--- src/hdl/priority_interrupt_controller_top_defines.svh ---
// Assertion macros for the priority interrupt controller
`ifndef PRIORITY_INTERRUPT_CONTROLLER_TOP_DEFINES_SVH
`define PRIORITY_INTERRUPT_CONTROLLER_TOP_DEFINES_SVH
// Check an implication on every clock edge outside reset
`define PIC_ASSERT(label, clk, rst_n, prop, msg) \
	label: assert property (@(posedge clk) disable iff (!rst_n) prop) else $error(msg);
// Check a one-hot vector outside reset
`define PIC_ONEHOT(label, clk, rst_n, vec, msg) \
	label: assert property (@(posedge clk) disable iff (!rst_n) $onehot(vec)) else $error(msg);
`endif

--- src/hdl/pic_pkg.sv ---
`timescale 1ns / 1ps
// ---------------------------------------------------------------------------
// pic_pkg
// Types, constants and source tables of the priority interrupt controller.
// ---------------------------------------------------------------------------
package pic_pkg;

	localparam int unsigned NUM_SOURCES_DEF = 64;
	localparam int unsigned NUM_PRIO_WORDS_DEF = 8;
	localparam int unsigned TAB_DEPTH = 51;
	localparam int unsigned TAB_IDX_W = 6;

	localparam logic [2:0] OP_READ  = 3'd0;
	localparam logic [2:0] OP_WRITE = 3'd1;
	localparam logic [2:0] OP_SRC   = 3'd2;
	localparam logic [2:0] OP_PIN   = 3'd3;
	localparam logic [2:0] OP_NMI   = 3'd4;
	localparam logic [2:0] OP_ACK   = 3'd5;

	localparam logic [1:0] VAR_SMALL   = 2'd0;
	localparam logic [1:0] VAR_DEFAULT = 2'd1;
	localparam logic [1:0] VAR_OLDER   = 2'd2;
	localparam logic [1:0] VAR_LARGE   = 2'd3;

	localparam logic [31:0] IPR_BASE_NEW = 32'hFFFF8348;
	localparam logic [31:0] ICR_ADDR_NEW = 32'hFFFF8358;
	localparam logic [31:0] ISR_ADDR_NEW = 32'hFFFF835A;
	localparam logic [31:0] IPR_BASE_OLD = 32'h05FFFF84;
	localparam logic [31:0] ICR_ADDR_OLD = 32'h05FFFF8E;
	localparam logic [15:0] ICR_MASK_SMALL = 16'h01F3;
	localparam logic [15:0] ICR_MASK_FULL  = 16'h01FF;
	localparam logic [15:0] ICR_NMI_RISE   = 16'h0100;
	localparam logic [3:0]  NIBBLE_MASK    = 4'hF;

	typedef struct packed {
		logic [2:0]  op;
		logic [31:0] address;
		logic        byte_access;
		logic [15:0] write_data;
		logic [5:0]  source_index;
		logic        line_state;
		logic [2:0]  pin_number;
		logic [7:0]  ack_vector;
	} pic_in_t;

	typedef struct packed {
		logic [15:0] read_data;
		logic [3:0]  irq_level;
		logic [7:0]  irq_vector;
		logic        irq_from_pin;
		logic        nmi_fired;
	} pic_out_t;

	// One source table entry
	typedef struct packed {
		logic [5:0] id;
		logic [7:0] vec;
		logic [3:0] word;
		logic [3:0] shift;
	} pic_src_t;

	// Commands from the controller to the datapath
	typedef struct packed {
		logic apply;
		logic scan_clear;
		logic scan_step;
		logic finish;
	} pic_cmd_t;

	typedef struct packed {
		logic scan_last;
	} pic_sts_t;

	function automatic pic_src_t mk(input int id, input int vec, input int w, input int sh);
		pic_src_t s;
		s.id = 6'(id);
		s.vec = 8'(vec);
		s.word = 4'(w);
		s.shift = 4'(sh);
		return s;
	endfunction

	function automatic logic [5:0] tab_count(input logic [1:0] v);
		logic [5:0] c;
		case (v)
			VAR_OLDER: c = 6'd39;
			VAR_LARGE: c = 6'd51;
			default:   c = 6'd34;
		endcase
		return c;
	endfunction

	function automatic logic [7:0] pin_bit(input logic [1:0] v, input logic [2:0] n);
		logic [7:0] b;
		b = 8'h80 >> n;
		if ((v == VAR_SMALL || v == VAR_DEFAULT) && (n == 3'd4 || n == 3'd5))
			b = 8'h00;
		return b;
	endfunction

	function automatic pic_src_t src_small(input logic [5:0] i);
		pic_src_t s;
		case (i)
			6'd0: s = mk(0,64,0,12);   6'd1: s = mk(1,65,0,8);
			6'd2: s = mk(2,66,0,4);    6'd3: s = mk(3,67,0,0);
			6'd4: s = mk(6,70,1,4);    6'd5: s = mk(7,71,1,0);
			6'd6: s = mk(8,72,2,12);   6'd7: s = mk(9,76,2,8);
			6'd8: s = mk(12,88,3,12);  6'd9: s = mk(13,89,3,12);
			6'd10: s = mk(14,90,3,12); 6'd11: s = mk(15,91,3,12);
			6'd12: s = mk(16,92,3,8);  6'd13: s = mk(17,96,3,4);
			6'd14: s = mk(18,97,3,4);  6'd15: s = mk(19,100,3,0);
			6'd16: s = mk(20,101,3,0); 6'd17: s = mk(21,104,4,12);
			6'd18: s = mk(22,105,4,12); 6'd19: s = mk(23,108,4,8);
			6'd20: s = mk(24,109,4,8); 6'd21: s = mk(35,128,5,4);
			6'd22: s = mk(36,129,5,4); 6'd23: s = mk(37,130,5,4);
			6'd24: s = mk(38,131,5,4); 6'd25: s = mk(39,132,5,0);
			6'd26: s = mk(40,133,5,0); 6'd27: s = mk(41,134,5,0);
			6'd28: s = mk(42,135,5,0); 6'd29: s = mk(44,136,6,12);
			6'd30: s = mk(47,144,6,4); 6'd31: s = mk(48,148,6,0);
			6'd32: s = mk(49,152,7,12); 6'd33: s = mk(50,153,7,12);
			default: s = mk(0,0,0,0);
		endcase
		return s;
	endfunction

	function automatic pic_src_t src_older(input logic [5:0] i);
		pic_src_t s;
		case (i)
			6'd0: s = mk(0,64,0,12);   6'd1: s = mk(1,65,0,8);
			6'd2: s = mk(2,66,0,4);    6'd3: s = mk(3,67,0,0);
			6'd4: s = mk(4,68,1,12);   6'd5: s = mk(5,69,1,8);
			6'd6: s = mk(6,70,1,4);    6'd7: s = mk(7,71,1,0);
			6'd8: s = mk(8,72,2,12);   6'd9: s = mk(9,74,2,12);
			6'd10: s = mk(10,76,2,8);  6'd11: s = mk(11,78,2,8);
			6'd12: s = mk(12,80,2,4);  6'd13: s = mk(13,81,2,4);
			6'd14: s = mk(16,82,2,4);  6'd15: s = mk(17,84,2,0);
			6'd16: s = mk(18,85,2,0);  6'd17: s = mk(19,86,2,0);
			6'd18: s = mk(21,88,3,12); 6'd19: s = mk(22,89,3,12);
			6'd20: s = mk(23,90,3,12); 6'd21: s = mk(25,92,3,8);
			6'd22: s = mk(26,93,3,8);  6'd23: s = mk(29,94,3,8);
			6'd24: s = mk(30,96,3,4);  6'd25: s = mk(31,97,3,4);
			6'd26: s = mk(34,98,3,4);  6'd27: s = mk(35,100,3,0);
			6'd28: s = mk(36,101,3,0); 6'd29: s = mk(37,102,3,0);
			6'd30: s = mk(38,103,3,0); 6'd31: s = mk(39,104,4,12);
			6'd32: s = mk(40,105,4,12); 6'd33: s = mk(41,106,4,12);
			6'd34: s = mk(42,107,4,12); 6'd35: s = mk(43,108,4,8);
			6'd36: s = mk(44,109,4,8); 6'd37: s = mk(49,112,4,4);
			6'd38: s = mk(50,113,4,4);
			default: s = mk(0,0,0,0);
		endcase
		return s;
	endfunction

	function automatic pic_src_t src_large(input logic [5:0] i);
		pic_src_t s;
		case (i)
			6'd0: s = mk(0,64,0,12);   6'd1: s = mk(1,65,0,8);
			6'd2: s = mk(2,66,0,4);    6'd3: s = mk(3,67,0,0);
			6'd4: s = mk(4,68,1,12);   6'd5: s = mk(5,69,1,8);
			6'd6: s = mk(6,70,1,4);    6'd7: s = mk(7,71,1,0);
			6'd8: s = mk(8,72,2,12);   6'd9: s = mk(9,76,2,8);
			6'd10: s = mk(10,80,2,4);  6'd11: s = mk(11,84,2,0);
			6'd12: s = mk(12,88,3,12); 6'd13: s = mk(13,89,3,12);
			6'd14: s = mk(14,90,3,12); 6'd15: s = mk(15,91,3,12);
			6'd16: s = mk(16,92,3,8);  6'd17: s = mk(17,96,3,4);
			6'd18: s = mk(18,97,3,4);  6'd19: s = mk(19,100,3,0);
			6'd20: s = mk(20,101,3,0); 6'd21: s = mk(21,104,4,12);
			6'd22: s = mk(22,105,4,12); 6'd23: s = mk(23,108,4,8);
			6'd24: s = mk(24,109,4,8); 6'd25: s = mk(25,112,4,4);
			6'd26: s = mk(26,113,4,4); 6'd27: s = mk(27,114,4,4);
			6'd28: s = mk(28,115,4,4); 6'd29: s = mk(29,116,4,0);
			6'd30: s = mk(30,120,5,12); 6'd31: s = mk(31,121,5,12);
			6'd32: s = mk(32,122,5,12); 6'd33: s = mk(33,123,5,12);
			6'd34: s = mk(34,124,5,8); 6'd35: s = mk(35,128,5,4);
			6'd36: s = mk(36,129,5,4); 6'd37: s = mk(37,130,5,4);
			6'd38: s = mk(38,131,5,4); 6'd39: s = mk(39,132,5,0);
			6'd40: s = mk(40,133,5,0); 6'd41: s = mk(41,134,5,0);
			6'd42: s = mk(42,135,5,0); 6'd43: s = mk(44,136,6,12);
			6'd44: s = mk(45,137,6,12); 6'd45: s = mk(46,140,6,8);
			6'd46: s = mk(47,144,6,4); 6'd47: s = mk(48,148,6,0);
			6'd48: s = mk(49,152,7,12); 6'd49: s = mk(50,153,7,12);
			6'd50: s = mk(51,156,7,8);
			default: s = mk(0,0,0,0);
		endcase
		return s;
	endfunction

	// Table entry of a variant; the default variant differs from the small one only in the vector of entry 29
	function automatic pic_src_t src_entry(input logic [1:0] v, input logic [5:0] i);
		pic_src_t s;
		case (v)
			VAR_OLDER: s = src_older(i);
			VAR_LARGE: s = src_large(i);
			VAR_DEFAULT: begin
				s = src_small(i);
				if (i == 6'd29) s.vec = 8'd138;
			end
			default: s = src_small(i);
		endcase
		return s;
	endfunction

endpackage

--- src/hdl/pic_ctrl.sv ---
`timescale 1ns / 1ps
// ---------------------------------------------------------------------------
// pic_ctrl
// Sequencer: apply a beat, scan the source table, then present the result.
// ---------------------------------------------------------------------------
`include "priority_interrupt_controller_top_defines.svh"
module pic_ctrl
	import pic_pkg::*;
(
	input  logic     clk,
	input  logic     arst_n,
	input  logic     in_valid,
	output logic     in_stall,
	output logic     out_valid,
	input  logic     out_stall,
	input  pic_sts_t sts,
	output pic_cmd_t cmd
);

	typedef enum logic [3:0] {
		ST_IDLE  = 4'b0001,
		ST_SCAN  = 4'b0010,
		ST_DONE  = 4'b0100,
		ST_OUT   = 4'b1000
	} state_t;

	state_t state_q, state_d;
	logic   accept;

	assign in_stall  = (state_q != ST_IDLE);
	assign out_valid = (state_q == ST_OUT);
	assign accept    = in_valid && !in_stall;

	// Command decode
	always_comb begin
		cmd = '0;
		cmd.apply = accept;
		cmd.scan_clear = accept;
		cmd.scan_step = (state_q == ST_SCAN);
		cmd.finish = (state_q == ST_DONE);
	end

	// Next state
	always_comb begin
		state_d = state_q;
		case (state_q)
			ST_IDLE: if (accept) state_d = ST_SCAN;
			ST_SCAN: if (sts.scan_last) state_d = ST_DONE;
			ST_DONE: state_d = ST_OUT;
			ST_OUT:  if (!out_stall) state_d = ST_IDLE;
			default: state_d = ST_IDLE;
		endcase
	end

	always_ff @(posedge clk or negedge arst_n) begin
		if (!arst_n) state_q <= ST_IDLE;
		else state_q <= state_d;
	end

	`PIC_ONEHOT(a_state_onehot, clk, arst_n, state_q, "state not one-hot")
	`PIC_ASSERT(a_out_holds, clk, arst_n, (out_valid && out_stall) |=> out_valid, "result dropped")
	`PIC_ASSERT(a_no_accept_busy, clk, arst_n, out_valid |-> in_stall, "accept while presenting")

endmodule

--- config.mk ---
export PLATFORM = sky130hd
export DESIGN_NAME = pic_ctrl
export DESIGN_NICKNAME = d
export VERILOG_FILES = /design/src/hdl/pic_pkg.sv /design/src/hdl/pic_ctrl.sv
export VERILOG_INCLUDE_DIRS = /design/src /design/src/hdl
export SDC_FILE = /design/constraint.sdc
export NUM_CORES = 1
export LEC_CHECK = 0
export BUFFER_PORTS_ARGS = -buffer_cell sky130_fd_sc_hd__buf_2
export CELL_PAD_IN_SITES_DETAIL_PLACEMENT = 1
export CELL_PAD_IN_SITES_GLOBAL_PLACEMENT = 1
export CORE_AREA = 2 2 39 41
export CTS_BUF_LIST = sky130_fd_sc_hd__clkbuf_4 sky130_fd_sc_hd__clkbuf_8 sky130_fd_sc_hd__clkbuf_16
export CTS_CLUSTER_SIZE = 14
export DETAILED_ROUTE_END_ITERATION = 10
export DIE_AREA = 0 0 41 43
export GPL_TIMING_DRIVEN = 0
export PLACE_DENSITY_LB_ADDON = 0.1
export SYNTH_ARGS = -nofsm -noshare
export SYNTH_HDL_FRONTEND = slang
export SYNTH_SLANG_ARGS = --single-unit
--- constraint.sdc ---
create_clock -name clk -period 2.53 [get_ports clk]
set_input_delay 0.506 -clock clk [delete_from_list [all_inputs] [get_ports clk]]
set_output_delay 0.506 -clock clk [all_outputs]
set_load 0.1 [all_outputs]
# ---- Word level (Yosys, flattened, before mapping)
# Cells that the tools add are included.
dict set report totals {
  regBits 4
  latch_bits 0
  ramBits 0
  mem_bits_ro 0
  inputBits 5
  out_inout_bits 6
  mem_count 0
}
dict set report classes {
  add_sub_neg 0
  multipliers 0
  n_div 0
  magnitude_cmp 0
  n_eq_ne 8
  shift 0
  mux 4
  bitwise 0
  reduce_logical 3
}
# op count
set op_table {}
lappend op_table {{4-bit one-hot mux with 4 select lines} 1}
lappend op_table {{4-bit 2-to-1 mux} 3}
lappend op_table {{2-bit != test, second input constant} 3}
lappend op_table {{4-bit by 1-bit == test with 1-bit output, second input constant} 1}
lappend op_table {{4-bit by 2-bit == test with 1-bit output, second input constant} 1}
lappend op_table {{4-bit by 3-bit == test with 1-bit output, second input constant} 1}
lappend op_table {{4-bit == test, second input constant} 1}
lappend op_table {{4-bit by 1-bit != test with 1-bit output, second input constant} 1}
lappend op_table {{3-bit AND reduction} 1}
lappend op_table {{1-bit logical AND} 1}
lappend op_table {{1-bit zero test} 1}

# ---- Depth between registers and ports, before layout
dict set report depth {
  word_depth 5
  depth_mapped 3
}

# ---- Worst setup path before layout
# Ideal clock, no wire load.
dict set report synth_timing {
  path_kind {register -> output}
  startpoint {register state_q[1]}
  endpoint {output port out_valid}
  arrival_ps 3592
  required_time_ps 2024
  setup_slack_ps -1568
  stages_incl_launch_ff 2
  path_buffers 0
  cell_sequence {dfrtp_1 nor4b_1}
}
dict set report synth_via {
  elab_chain_len 1
}
# item line_no
set synth_rtl {}
lappend synth_rtl {{start: declaration} pic_ctrl.sv:27} ;# state_t state_q, state_d;
lappend synth_rtl {{start signal: assignment} pic_ctrl.sv:57} ;# else state_q <= state_d;
lappend synth_rtl {{4-bit == test} pic_ctrl.sv:31} ;# assign out_valid = (state_q == ST_OUT);
lappend synth_rtl {{end: declaration} pic_ctrl.sv:14} ;# output logic out_valid,
# No other way between the ends.

# ---- Worst setup path in the final report
dict set report layout_timing {
  startpoint {register state_q[1]}
  endpoint {output port cmd[2] in the netlist's numbering}
}
dict set report layout_via {
  elab_chain_len 3
}
# item line_no
set layout_rtl {}
lappend layout_rtl {{4-bit by 1-bit != test with 1-bit output} pic_ctrl.sv:30} ;# assign in_stall = (state_q != ST_IDLE);
lappend layout_rtl {{1-bit zero test} pic_ctrl.sv:32} ;# assign accept = in_valid && !in_stall;
lappend layout_rtl {{1-bit logical AND} pic_ctrl.sv:32}
lappend layout_rtl {{end: declaration} pic_ctrl.sv:17} ;# output pic_cmd_t cmd
# No other way between the ends.

==> flow_metrics.tcl <==
set metrics [dict create \
    max_stage_delay_ns 0.46 \
    largest_reg_flops 4 \
    row_count 14 \
    cts_tree "done" \
    dr_wl_met2_um 279 \
    gr-total-overflow 0 \
    crit_slowest_cell "dfrtp_1" \
    fin_cells 51 \
    r2r_start "state_q[0]$_DFFE_PN1P_" \
    grt_pass1_wl_um 1010 \
    critPathArrivalTime_ns 1.70 \
    fin_nets 41 \
    dr.max_layer_used "met4" \
    synth_top_area_share 0.330 \
    dp_hpwl_um 488 \
    required_ns 2.02 \
    portBuffers 10 \
    core-area_um2 1380 \
    first_iter_violations 1 \
    cp-end-kind "output pin" \
    remaining_drc_errors 0 \
    htree_levels 1 \
    crit_fanout 6 \
    via_count 213 \
    yosys_warnings 0 \
    clock_path_buffers 2 \
    reg2regPathDepth 3 \
    synthToLayoutAreaGrowth_pct 48.9 \
    diodes 0 \
    r2r_slack_ns 1.42 \
    placed_cells_incl_taps 47 \
    crit_type "flip-flop to output pin" \
    top_register "state_q" \
    grt_max_degree 8 \
    detail_route.first_pass.iterations 2 \
    final_util 0.245 \
    start_util 0.165 \
    wl_met3_um 39 \
    finalHoldViolCount 0 \
    synth_sequential_area_ratio 0.445 \
    die_h_um 43 \
    clk_latency_ns 0.23 \
    wl_met1_um 252 \
    fp.dieArea_um2 1760 \
    worst_clock_skew_ns 0.00535 \
    io_pins 11 \
    n_fill_cell 166 \
    synth-edff-count 0 \
    antenna_found_initial 0 \
    syn_area_per_cell_um2 10.8 \
    r2r_end "state_q[0]$_DFFE_PN1P_" \
    drive_above_1_share 0.686 \
    crit_start "state_q[1]$_DFFE_PN0P_" \
    hp-class "input port to asynchronous set/reset pin" \
    root_buffer "clkbuf_4" \
    drtAntennaViolNets 0 \
    clock.fmax_mhz 453 \
    synthTopCellsByCount "dfrtp_1, nor3_1" \
    min_period_ns 2.21 \
    yosysTopAreaCell "dfrtp_1" \
    cts_made_buffers 3 \
    ctsHoldBuffers 0 \
    synth.area.top_cells "dfrtp_1, dfstp_2, nor3_2, nor3_1, buf_4" \
    status "finished clean" \
    post_cts_resized 0 \
    crit_chain "nor3_1 -> and3_4 -> buf_4 -> buf_2" \
    final_max_slew_viol_count 0 \
    track_usage 0.0947 \
    finalWeightedCongestion 0.657 \
    cp-start-kind "flip-flop" \
    synthCells 21 \
    cts_sinks 4 \
    syn_area_um2 228 \
    finalCritPeriodShare 0.872 \
    syn-num-nets 26 \
    die_w_um 41 \
    grt_pass1_vias 242 \
    yosysUniqueCellTypes 13 \
    wire_per_inst_um 11.4 \
    reg_top3 "state_q (4)" \
    path_clk_slew_ns 0.04 \
    cts_setup_buffers 0 \
    synthArstFlopShare 1.00 \
    vias_per_cell 4.18 \
    ys_seq_elements 4 \
    wl_um 580 \
    synth_ff_type "dfrtp_1" \
    finalSetupViolCount 0 \
    slew-limit-headroom 0.678 \
    tightest_slew_ns 0.487 \
    max_cap_viol_count 0 \
    crit_end "cmd[2]" \
    rsz0062_at_grt "false" \
]
-- metal layers --
layer	vias up	GRT usage
met3	2	0.0471
met5	-	0
met1	103	0.0974
met2	7	0.125
met4	0	0.100
li1	101	-
-- kinds of logic (layout without fill, tap and decap cells) --
kind of cell | Yosys count | count (layout) | share of synthesized area
buffers and inverters | 2 | 16 | 0.0659
flip-flops | 4 | 4 | 0.445
AO/OA/AOI/OAI | 2 | 2 | 0.0989
AND/OR/NAND/NOR | 13 | 13 | 0.390
-- cell usage in the layout (no fill, tap or decap) --
cell       n
buf_4      2
nand3b_1   1
and2_1     1
a211oi_2   1
nor3_2     3
nand2_1    2
nand2b_1   2
dfrtp_1    3
buf_2     10
nor3_1     2
o22a_2     1
and3_4     1
clkbuf_4   4
dfstp_2    1
nor4b_2    1
-- worst min path at each step --
stage,end,cells after the start,slack (ns)
after floorplan,state_q[1]$_DFFE_PN0P_,0,0.21
after global placement,state_q[3]$_DFFE_PN0P_,1,0.31
after detailed placement,state_q[3]$_DFFE_PN0P_,1,0.31
after CTS,state_q[2]$_DFFE_PN0P_,1,0.06
after global routing,state_q[2]$_DFFE_PN0P_,1,0.05
final,state_q[2]$_DFFE_PN0P_,1,0.07
-- worst max-delay path: cells and delay by family (launching register included) --
family	cells	cell delay [ns]
DFF	1	0.46
buffers and inverters	2	0.51
and+or+nand+nor	2	0.50
-- cell type report --
class / count / area (um^2) / area share
Multi-Input combinational cell: 15 / 123 / 0.362
Clock buffer: 4 / 30.0 / 0.0886
Tap cell: 16 / 20.0 / 0.0590
Timing Repair Buffer: 10 / 50.0 / 0.148
Sequential cell: 4 / 101 / 0.299
Buffer: 2 / 15.0 / 0.0443
-- stage by stage --
| stage | hold slack [ns] | instance area, um^2 | setup TNS, ns | setup slack (ns) |
|---|---|---|---|---|
| floorplan | 0.210 | 239 | -0.173 | -0.173 |
| global placement | 0.312 | 309 | 0 | 0.581 |
| detailed placement | 0.314 | 309 | 0 | 0.559 |
| CTS | 0.0627 | 339 | 0 | 0.299 |
| global route | 0.0490 | 339 | 0 | 0.187 |
| finish | 0.0676 | 339 | 0 | 0.323 |
Power is not shown: default switching activity piles up to over one toggle a cycle in this logic, so the estimate is an artifact.
